## config.mk

```make
export PLATFORM = sky130hd
export DESIGN_NAME = utf8_stream_decoder
export DESIGN_NICKNAME = d
export VERILOG_FILES = /design/src/hdl/usd_pkg.sv /design/src/hdl/usd_front.sv /design/src/hdl/usd_back.sv /design/src/hdl/usd_result_queue.sv /design/src/hdl/utf8_stream_decoder.sv
export SDC_FILE = /design/constraint.sdc
export NUM_CORES = 1
export LEC_CHECK = 0
export BUFFER_PORTS_ARGS = -buffer_cell sky130_fd_sc_hd__buf_2
export CORE_ASPECT_RATIO = 1.75
export CORE_MARGIN = 5
export CORE_UTILIZATION = 59
export DETAILED_ROUTE_END_ITERATION = 8
export GPL_ROUTABILITY_DRIVEN = 0
export PLACE_DENSITY = 0.89
export SLEW_MARGIN = 5
export SYNTH_ARGS = -nofsm -noshare
export SYNTH_HDL_FRONTEND = slang
export SYNTH_SLANG_ARGS = --single-unit
```

## constraint.sdc

```tcl
create_clock -name clk -period 6.7 [get_ports clk]
set_input_delay 0.335 -clock clk [delete_from_list [all_inputs] [get_ports clk]]
set_output_delay 0.335 -clock clk [all_outputs]
set_load 0.05 [all_outputs]
```

## src/hdl/usd_pkg.sv

```systemverilog
package usd_pkg;

    // Width of the internal invalid counter and of its visible low part.
    localparam int COUNT_WIDTH = 16;
    localparam int TOTAL_WIDTH = 16;
    localparam logic [COUNT_WIDTH-1:0] COUNT_MAX = '1;

    // Replacement character and code point limits.
    localparam logic [20:0] REPL_CP     = 21'h00FFFD;
    localparam logic [20:0] MAX_CP      = 21'h10FFFF;
    localparam logic [20:0] MIN_FOUR_CP = 21'h010000;
    localparam logic [20:0] MIN_THREE_CP = 21'h000800;
    localparam logic [20:0] MIN_TWO_CP  = 21'h000080;
    localparam logic [20:0] SURR_LO     = 21'h00D800;
    localparam logic [20:0] SURR_HI     = 21'h00DFFF;

    // Lead and continuation byte patterns.
    localparam logic [7:0] MASK_C0 = 8'hC0;
    localparam logic [7:0] MASK_E0 = 8'hE0;
    localparam logic [7:0] MASK_F0 = 8'hF0;
    localparam logic [7:0] MASK_F8 = 8'hF8;
    localparam logic [7:0] PAT_CONT = 8'h80;
    localparam logic [7:0] PAT_LEAD2 = 8'hC0;
    localparam logic [7:0] PAT_LEAD3 = 8'hE0;
    localparam logic [7:0] PAT_LEAD4 = 8'hF0;

    // Sequence length codes, stored as length minus one.
    localparam logic [1:0] NEED_ONE   = 2'd0;
    localparam logic [1:0] NEED_TWO   = 2'd1;
    localparam logic [1:0] NEED_THREE = 2'd2;
    localparam logic [1:0] NEED_FOUR  = 2'd3;

    typedef struct packed {
        logic [7:0] byte_value;
        logic       end_of_input;
    } item_t;

    typedef struct packed {
        logic [20:0]            code_point;
        logic                   is_invalid;
        logic                   run_last;
        logic                   stream_done;
        logic [TOTAL_WIDTH-1:0] invalid_total;
    } result_t;

    // A byte after classification: its value, the stream end mark, the
    // length of the sequence it would start and whether it continues one.
    typedef struct packed {
        logic [7:0] value;
        logic       eoi;
        logic [1:0] need_m1;
        logic       cont;
    } class_t;

    function automatic logic [1:0] seq_need_m1(input logic [7:0] b);
        logic [1:0] n;
        n = NEED_ONE;
        if (!b[7])
            n = NEED_ONE;
        else if ((b & MASK_E0) == PAT_LEAD2)
            n = NEED_TWO;
        else if ((b & MASK_F0) == PAT_LEAD3)
            n = NEED_THREE;
        else if ((b & MASK_F8) == PAT_LEAD4)
            n = NEED_FOUR;
        return n;
    endfunction

endpackage

```

## src/hdl/usd_front.sv

```systemverilog
module usd_front (
    input  logic           clk,
    input  logic           rst_n,
    input  logic           push,
    output logic           full,
    input  usd_pkg::item_t item,
    output logic           head_valid,
    output usd_pkg::class_t head,
    input  logic           head_take
);
    import usd_pkg::*;

    // Two-entry queue of classified bytes feeding the decode engine.
    class_t     slot_reg [2];
    logic       wr_ptr_reg, wr_ptr_next;
    logic       rd_ptr_reg, rd_ptr_next;
    logic [1:0] fill_reg, fill_next;
    logic       do_push, do_pop;
    class_t     classified;

    always_comb
    begin
        classified.value   = item.byte_value;
        classified.eoi     = item.end_of_input;
        classified.need_m1 = seq_need_m1(item.byte_value);
        classified.cont    = (item.byte_value & MASK_C0) == PAT_CONT;
    end

    assign full       = fill_reg == 2'd2;
    assign head_valid = fill_reg != 2'd0;
    assign head       = slot_reg[rd_ptr_reg];
    assign do_push    = push && !full;
    assign do_pop     = head_take && head_valid;

    always_comb
    begin
        wr_ptr_next = do_push ? ~wr_ptr_reg : wr_ptr_reg;
        rd_ptr_next = do_pop ? ~rd_ptr_reg : rd_ptr_reg;
        fill_next   = fill_reg;
        if (do_push && !do_pop)
            fill_next = fill_reg + 2'd1;
        else if (do_pop && !do_push)
            fill_next = fill_reg - 2'd1;
    end

    always_ff @(posedge clk or negedge rst_n)
    begin
        if (!rst_n)
        begin
            wr_ptr_reg <= 1'b0;
            rd_ptr_reg <= 1'b0;
            fill_reg   <= 2'd0;
        end
        else
        begin
            wr_ptr_reg <= wr_ptr_next;
            rd_ptr_reg <= rd_ptr_next;
            fill_reg   <= fill_next;
        end
    end

    always_ff @(posedge clk)
    begin
        if (do_push)
            slot_reg[wr_ptr_reg] <= classified;
    end

endmodule

```

## src/hdl/usd_back.sv

```systemverilog
module usd_back (
    input  logic             clk,
    input  logic             rst_n,
    input  logic             head_valid,
    input  usd_pkg::class_t  head,
    output logic             head_take,
    output logic             res_push,
    output usd_pkg::result_t res,
    input  logic             res_space
);
    import usd_pkg::*;

    // Window of up to four bytes: held bytes of an open sequence plus the
    // newest byte. Consumed bytes are shifted out from the front.
    class_t                 win_reg [4];
    class_t                 win_next [4];
    logic [2:0]             wcnt_reg, wcnt_next;
    logic                   busy_reg, busy_next;
    logic                   last_reg, last_next;
    logic [COUNT_WIDTH-1:0] inv_reg, inv_next, inv_inc;

    class_t      b0, b1, b2, b3, nxt;
    logic        short_seq, hold, bad;
    logic [2:0]  need, used, rem, nxt_need;
    logic [20:0] cp, v2, v3, v4;
    logic        run_last;
    logic [2:0]  src;

    always_comb
    begin
        b0 = win_reg[0];
        b1 = win_reg[1];
        b2 = win_reg[2];
        b3 = win_reg[3];

        need      = {1'b0, b0.need_m1} + 3'd1;
        short_seq = need > wcnt_reg;
        hold      = short_seq && !last_reg;

        v2 = {10'd0, b0.value[4:0], b1.value[5:0]};
        v3 = {5'd0, b0.value[3:0], b1.value[5:0], b2.value[5:0]};
        v4 = {b0.value[2:0], b1.value[5:0], b2.value[5:0], b3.value[5:0]};

        cp   = REPL_CP;
        used = 3'd1;
        if (!short_seq)
        begin
            if (!b0.value[7])
                cp = {13'd0, b0.value};
            else
            begin
                case (b0.need_m1)
                    NEED_TWO:
                    begin
                        if (b1.cont && v2 >= MIN_TWO_CP)
                        begin
                            cp   = v2;
                            used = 3'd2;
                        end
                    end
                    NEED_THREE:
                    begin
                        if (b1.cont && b2.cont && v3 >= MIN_THREE_CP
                            && (v3 < SURR_LO || v3 > SURR_HI))
                        begin
                            cp   = v3;
                            used = 3'd3;
                        end
                    end
                    NEED_FOUR:
                    begin
                        if (b1.cont && b2.cont && b3.cont
                            && v4 >= MIN_FOUR_CP && v4 <= MAX_CP)
                        begin
                            cp   = v4;
                            used = 3'd4;
                        end
                    end
                    default:
                    begin
                        cp   = REPL_CP;
                        used = 3'd1;
                    end
                endcase
            end
        end

        bad     = (cp == REPL_CP) && b0.value[7];
        inv_inc = (bad && inv_reg != COUNT_MAX) ? inv_reg + 1'b1 : inv_reg;

        // The step ends on this result when nothing is left, or when the
        // next head cannot complete yet and the stream goes on.
        rem      = wcnt_reg - used;
        nxt      = win_reg[used[1:0]];
        nxt_need = {1'b0, nxt.need_m1} + 3'd1;
        run_last = (rem == 3'd0) || (!last_reg && nxt_need > rem);

        res.code_point    = cp;
        res.is_invalid    = bad;
        res.run_last      = run_last;
        res.stream_done   = last_reg && (rem == 3'd0);
        res.invalid_total = TOTAL_WIDTH'(inv_inc);

        head_take = !busy_reg && head_valid;
        res_push  = busy_reg && !hold && res_space;

        for (int i = 0; i < 4; i++)
            win_next[i] = win_reg[i];
        wcnt_next = wcnt_reg;
        busy_next = busy_reg;
        last_next = last_reg;
        inv_next  = inv_reg;
        src       = 3'd0;

        if (head_take)
        begin
            win_next[wcnt_reg[1:0]] = head;
            wcnt_next = wcnt_reg + 3'd1;
            busy_next = 1'b1;
            last_next = head.eoi;
        end
        else if (busy_reg && hold)
        begin
            busy_next = 1'b0;
        end
        else if (res_push)
        begin
            for (int i = 0; i < 4; i++)
            begin
                src = 3'(i) + used;
                if (src < 3'd4)
                    win_next[i] = win_reg[src[1:0]];
            end
            wcnt_next = rem;
            inv_next  = inv_inc;
            if (run_last)
            begin
                busy_next = 1'b0;
                if (last_reg)
                    inv_next = '0;
            end
        end
    end

    always_ff @(posedge clk or negedge rst_n)
    begin
        if (!rst_n)
        begin
            wcnt_reg <= 3'd0;
            busy_reg <= 1'b0;
            last_reg <= 1'b0;
            inv_reg  <= '0;
        end
        else
        begin
            wcnt_reg <= wcnt_next;
            busy_reg <= busy_next;
            last_reg <= last_next;
            inv_reg  <= inv_next;
        end
    end

    always_ff @(posedge clk)
    begin
        for (int i = 0; i < 4; i++)
            win_reg[i] <= win_next[i];
    end

endmodule

```

## src/hdl/usd_result_queue.sv

```systemverilog
module usd_result_queue (
    input  logic             clk,
    input  logic             rst_n,
    input  logic             wr_en,
    input  usd_pkg::result_t wr_data,
    output logic             space,
    output logic             empty,
    input  logic             pop,
    output usd_pkg::result_t result
);
    import usd_pkg::*;

    result_t    slot_reg [2];
    logic       wr_ptr_reg, wr_ptr_next;
    logic       rd_ptr_reg, rd_ptr_next;
    logic [1:0] fill_reg, fill_next;
    logic       do_push, do_pop;

    assign space   = fill_reg != 2'd2;
    assign empty   = fill_reg == 2'd0;
    assign result  = slot_reg[rd_ptr_reg];
    assign do_push = wr_en && space;
    assign do_pop  = pop && !empty;

    always_comb
    begin
        wr_ptr_next = do_push ? ~wr_ptr_reg : wr_ptr_reg;
        rd_ptr_next = do_pop ? ~rd_ptr_reg : rd_ptr_reg;
        fill_next   = fill_reg;
        if (do_push && !do_pop)
            fill_next = fill_reg + 2'd1;
        else if (do_pop && !do_push)
            fill_next = fill_reg - 2'd1;
    end

    always_ff @(posedge clk or negedge rst_n)
    begin
        if (!rst_n)
        begin
            wr_ptr_reg <= 1'b0;
            rd_ptr_reg <= 1'b0;
            fill_reg   <= 2'd0;
        end
        else
        begin
            wr_ptr_reg <= wr_ptr_next;
            rd_ptr_reg <= rd_ptr_next;
            fill_reg   <= fill_next;
        end
    end

    always_ff @(posedge clk)
    begin
        if (do_push)
            slot_reg[wr_ptr_reg] <= wr_data;
    end

endmodule

```

## src/hdl/utf8_stream_decoder.sv

```systemverilog
// A byte that completes a sequence is first loaded into the window, then decoded into the
// result queue. The decode engine takes no new byte while it is busy: it first releases each
// result the window can give, or finds the head sequence still open, and only then takes the
// next byte; a full result queue stalls the decode engine until a word is popped.
// Reset (rst_n, asynchronous, active low) empties both queues, held bytes and the invalid count.
module utf8_stream_decoder (
    input  logic             clk,
    input  logic             rst_n,
    input  logic             push,
    output logic             full,
    input  usd_pkg::item_t   item,
    output logic             empty,
    input  logic             pop,
    output usd_pkg::result_t result
);
    import usd_pkg::*;

    // The front part takes each word, tags it with the length of the
    // sequence it would lead and whether it is a continuation byte, and
    // queues it. The back part owns the four-byte window: it appends one
    // queued byte, then resolves sequences from the window head one result
    // per cycle while the result queue has room until the window is empty
    // or the head needs more bytes. A failed sequence gives U+FFFD and
    // consumes only its lead; next bytes are examined again as new starts.
    class_t  head;
    logic    head_valid;
    logic    head_take;
    result_t res;
    logic    res_push;
    logic    res_space;

    usd_front u_front (
        .clk        (clk),
        .rst_n      (rst_n),
        .push       (push),
        .full       (full),
        .item       (item),
        .head_valid (head_valid),
        .head       (head),
        .head_take  (head_take)
    );

    // The decode engine stalls on its own when the result queue is full,
    // while the front queue keeps taking words until it fills.
    usd_back u_back (
        .clk        (clk),
        .rst_n      (rst_n),
        .head_valid (head_valid),
        .head       (head),
        .head_take  (head_take),
        .res_push   (res_push),
        .res        (res),
        .res_space  (res_space)
    );

    // Result words wait here until popped; the oldest is shown while
    // empty is low.
    usd_result_queue u_result_queue (
        .clk     (clk),
        .rst_n   (rst_n),
        .wr_en   (res_push),
        .wr_data (res),
        .space   (res_space),
        .empty   (empty),
        .pop     (pop),
        .result  (result)
    );

endmodule
```

; ---- Word-level counts from Yosys, hierarchy flattened
; Memories as Yosys holds them, arrays and structs flattened.
; Index checks and enable logic that the tools add are counted.
; Widths: inputs -> output; s select.
[word_totals]
reg_bits = 29
ram_bits = 152
inputBits = 13
elab_cells = 149
n_memories = 3
[mem_list]
columns = name, depth, width, read_ports, rd_ports_with_merged_regs, write_ports, line
row1 = u_result_queue.slot_reg, 2, 40, 1, 0, 1, usd_result_queue.sv:13  ; result_t slot_reg [2];
row2 = u_back.win_reg, 4, 12, 8, 0, 4, usd_back.sv:15  ; class_t win_reg [4];
row3 = u_front.slot_reg, 2, 12, 1, 0, 1, usd_front.sv:14  ; class_t slot_reg [2];
[op_classes]
n_addsub = 12
order_cmp = 14
n_eq_ne = 12
n_mux = 44
bitwise = 7
n_reduce_logical = 47
[ops]
columns = op, n
row1 = $mux 48, 3
row2 = $mux 16, 5
row3 = $mux 21, 3
row4 = $pmux 21 s3, 1
row5 = $mux 12, 5
row6 = $bwmux 48, 1
row7 = $logic_and 1x1->1, 25
row8 = $demux 12 s2, 1
row9 = $eq 21x16->1 const B, 1
row10 = $ge 21x17->1 const B, 1
row11 = $le 21x21->1 const B, 1
row12 = $mux 2, 10
row13 = $mux 3, 6
row14 = $add 16x1->16 const B, 1
row15 = $ge 16x12->1 const B, 1
row16 = $gt 16x16->1 const B, 1
row17 = $lt 16x16->1 const B, 1
row18 = $ne 16x16->1 const B, 1
row19 = $lt 3x3->1 const B, 4
row20 = $ge 11x8->1 const B, 1
row21 = $logic_not 1->1, 9
row22 = $pmux 3 s3, 1
row23 = $eq 2x2->1 const B, 4
row24 = $mux 1, 8
row25 = 24 further kinds, 41

; ---- Longest topological paths before layout
; An unclocked memory read counts as a cell.
[logic_depth]
word_depth = 18
depth_mapped = 21
depth_no_buf = 19

; ---- By module
; From an unflattened synthesis, not the netlist that was laid out.
[hier_totals]
hier_cells = 869
area_unflattened_um2 = 10023.4
[by_module_without_submodules]
columns = mod, n_inst, cells_each, area_per_inst_um2
row1 = usd_back, 1, 664, 5636.7
row2 = usd_result_queue, 1, 143, 3285.7
row3 = usd_front, 1, 62, 1101.1

; ---- Least setup slack after synthesis
; Ideal clock, no wire load.
[synth_path]
path_kind = flip-flop to flip-flop
startpoint = mem u_back.win_reg[0][1] in the netlist's numbering
endpoint = mem u_result_queue.slot_reg[0][0] in the netlist's numbering (enable)
setup_time_ns = 0.437
t_arrival_ns = 4.308
required_ns = 6.263
slack_ns = 1.954
stages_incl_launch_ff = 12
n_path_buf = 3
path_cell_list = edfxtp_1 inv_1 ha_1 ha_1 a211oi_1 or2_2 clkbuf_1 o21ai_0 nand2b_1 clkbuf_1 buf_1 nor2_1
[synth_rtl]
columns = element, line
row1 = from (decl), usd_back.sv:15
row2 = to (decl), usd_result_queue.sv:13

==> flow_summary.ini <==
[outcome]
status = complete, no violations

[hold_path]
hold_depth = 1
hp-class = input port to flop
min_from = item[1]

[yosys]
syn_avg_cell_area_um2 = 10.4
synth_cells = 938
seq_area_frac_synth = 0.529
synth.area.top_cells = edfxtp_1 (45%), dfrtp_1 (7.4%), nand2_1 (7.1%)
syn-num-nets = 973
netlist_area_um2 = 9770
synth-async-reset-ratio = 0.164
synth_seq_cells = 177
synth_edf_count = 148
synth_area_leader_cell = edfxtp_1
ys_warn_count = 0
synthDominantCellAreaShare = 0.455
synth_flop_cell = edfxtp_1
synth.distinct_cells = 65

[finish]
fin_nets = 987
antenna_cells = 0
drive_above_1_share = 0.161
area_delta_synth_final_pct = 9.68
largest_reg_flops = 80

[die]
die_w_um = 107
ios = 55
rows = 62
dieArea_um2 = 19300
start_util = 0.597
die_y_um = 180
core_area_um2 = 16400

[timing]
hold_viol_final = 0
setup_violations = 0
maxSlewHeadroom = 0.218
timing.final.crit_share = 0.808
period_needed_ps = 5420
finClkSkew_ps = 14.7
setup_tns_ps = 0
max_freq_mhz = 185
worst_pin_slew_ps = 1170
rsz0062_at_grt = no
maxSlewViolCount = 0

[routing]
routedWlPerCell_um = 19.4
drc = 0
viasPerCell = 6.48
drtPass1Iterations = 7
ant_nets = 0
first_iter_violations = 856
num_vias = 7703
totalWireLength_um = 23100

[placement]
hpwl_um = 15200
port-buffer-count = 54

[run]
maxCapViolCount = 0

[critical_path]
crit_path_start_kind = flop
crit_start = u_back.win_reg[0][1]
reg2reg_slack_ps = 1280
r2r-start = u_back.win_reg[0][1]
r2r-end = u_back.busy_reg
cp_top_family = compound AO/OA/AOI/OAI gates
critPathCaptureType = flop
cp.buffers_inverters = 3
critical_path_required_ps = 7070
critPathMaxFanout = 43
crit_top_cell = ha_1
path_cells = ha_1, ha_1, o21ai_0, o21ai_1, a211o_1, buf_4, clkinv_1, buf_4, nand2_1, and3_1, a31oi_1, ha_1, ha_1, nor2b_1, o21ai_0, nand2b_1, a32o_1, a21oi_1, or2_2
slowest_delay_ps = 710
worstSetupEndpoint = u_back.busy_reg
critical_path_class = flop to flop
reg2reg_depth = 19
cp.arrival_ps = 5780
cp_num_cells = 19
critical-path-slowest-cell = ha_1

[clocking]
tritoncts = yes
clk_transition_reported_paths_ps = 80
clock-sinks = 177
ctsResizeCount = 0
clockBufferDepth = 2
clk_latency_ps = 440
cts_root_buf = clkbuf_16
cts_buffers = 17
cts_setup_buffers = 0
htreeDepth = 4
postCtsHoldBufs = 1

[global_route]
grt_pass1_vias = 7373
grt_pass1_wl_um = 36700
grt_max_degree = 48
antenna_found_initial = 0
grt_overflow_total = 0
grt_usage = 0.237
## synth_stat cells, drive strengths merged (4+ instances only)
cell type / number
nand2: 186
ha: 21
nor4: 9
and3: 10
clkbuf: 51
inv: 20
or3: 4
o21ai: 62
xnor2: 12
a32o: 16
nor2b: 5
or2: 6
o32a: 4
a221oi: 7
buf: 22
dfrtp: 29
or4: 9
mux2: 42
nand2b: 5
nor2: 49
mux2i: 16
edfxtp: 148
and2: 6
xor2: 17
a31oi: 14
o211ai: 20
a21oi: 8
nand3: 56
nor3: 7
a22o: 15
nand4: 12
o31ai: 5
o41a: 4
## final cells by class
type,instances,area [um^2]
Timing Repair Buffer,68,378
Sequential cell,177,5170
Multi-Input combinational cell,667,4230
Clock inverter,11,119
Inverter,21,78.8
Tap cell,224,280
Clock buffer,21,460
Fill cell,1248,5650
## routing by layer
layer	wire length [um]	track usage	vias up
met4	1390	0.127	0
met1	8070	0.271	3605
met3	1730	0.0416	135
met5	0	0	-
li1	-	-	3507
met2	11900	0.416	456
## how the worst min path moves through the flow
stage                                        end  slack, ps
after floorplan                  u_back.busy_reg         40
after global placement       u_front.fill_reg[0]        420
after detailed placement     u_front.fill_reg[0]        420
after CTS                 u_front.slot_reg[1][4]         70
after global routing      u_front.slot_reg[1][4]         70
final                     u_front.slot_reg[1][4]         80
## metrics by stage
stage,setup WS [ps],std cells,utilization,instance area [um^2],hold WS [ps]
after CTS,1360,1189,0.655,10700,72.3
after detailed placement,1450,1156,0.619,10100,423
after floorplan,1950,938,-,9770,39.4
final,1280,1189,0.655,10700,81.5
after global placement,1670,1156,0.619,10100,423
after global routing,802,1189,0.655,10700,74.9
## cell usage in the layout, fill, tap and decap left out, drive strengths merged, types with 10 or more instances in the layout
master / n
inv: 25
a32o: 16
nand3: 56
xor2: 17
and3: 10
nand4: 12
nand2: 186
ha: 21
xnor2: 12
nor2: 49
clkbuf: 21
edfxtp: 148
dfrtp: 29
mux2i: 16
o211ai: 20
a22o: 15
buf: 67
o21ai: 62
a31oi: 14
mux2: 42
## cells by family after synthesis
family          count (synthesis)  synth area share
compound gates                188             0.138
flops                         177             0.529
fa+ha+maj                      22            0.0289
xor+xnor                       29            0.0260
mux                            58            0.0652
buf+inv                        94            0.0396
simple gates                  370             0.173
Power is left out: the tool's default activity adds up to more than one toggle a clock period on the data nets, which glitch-free logic cannot reach.
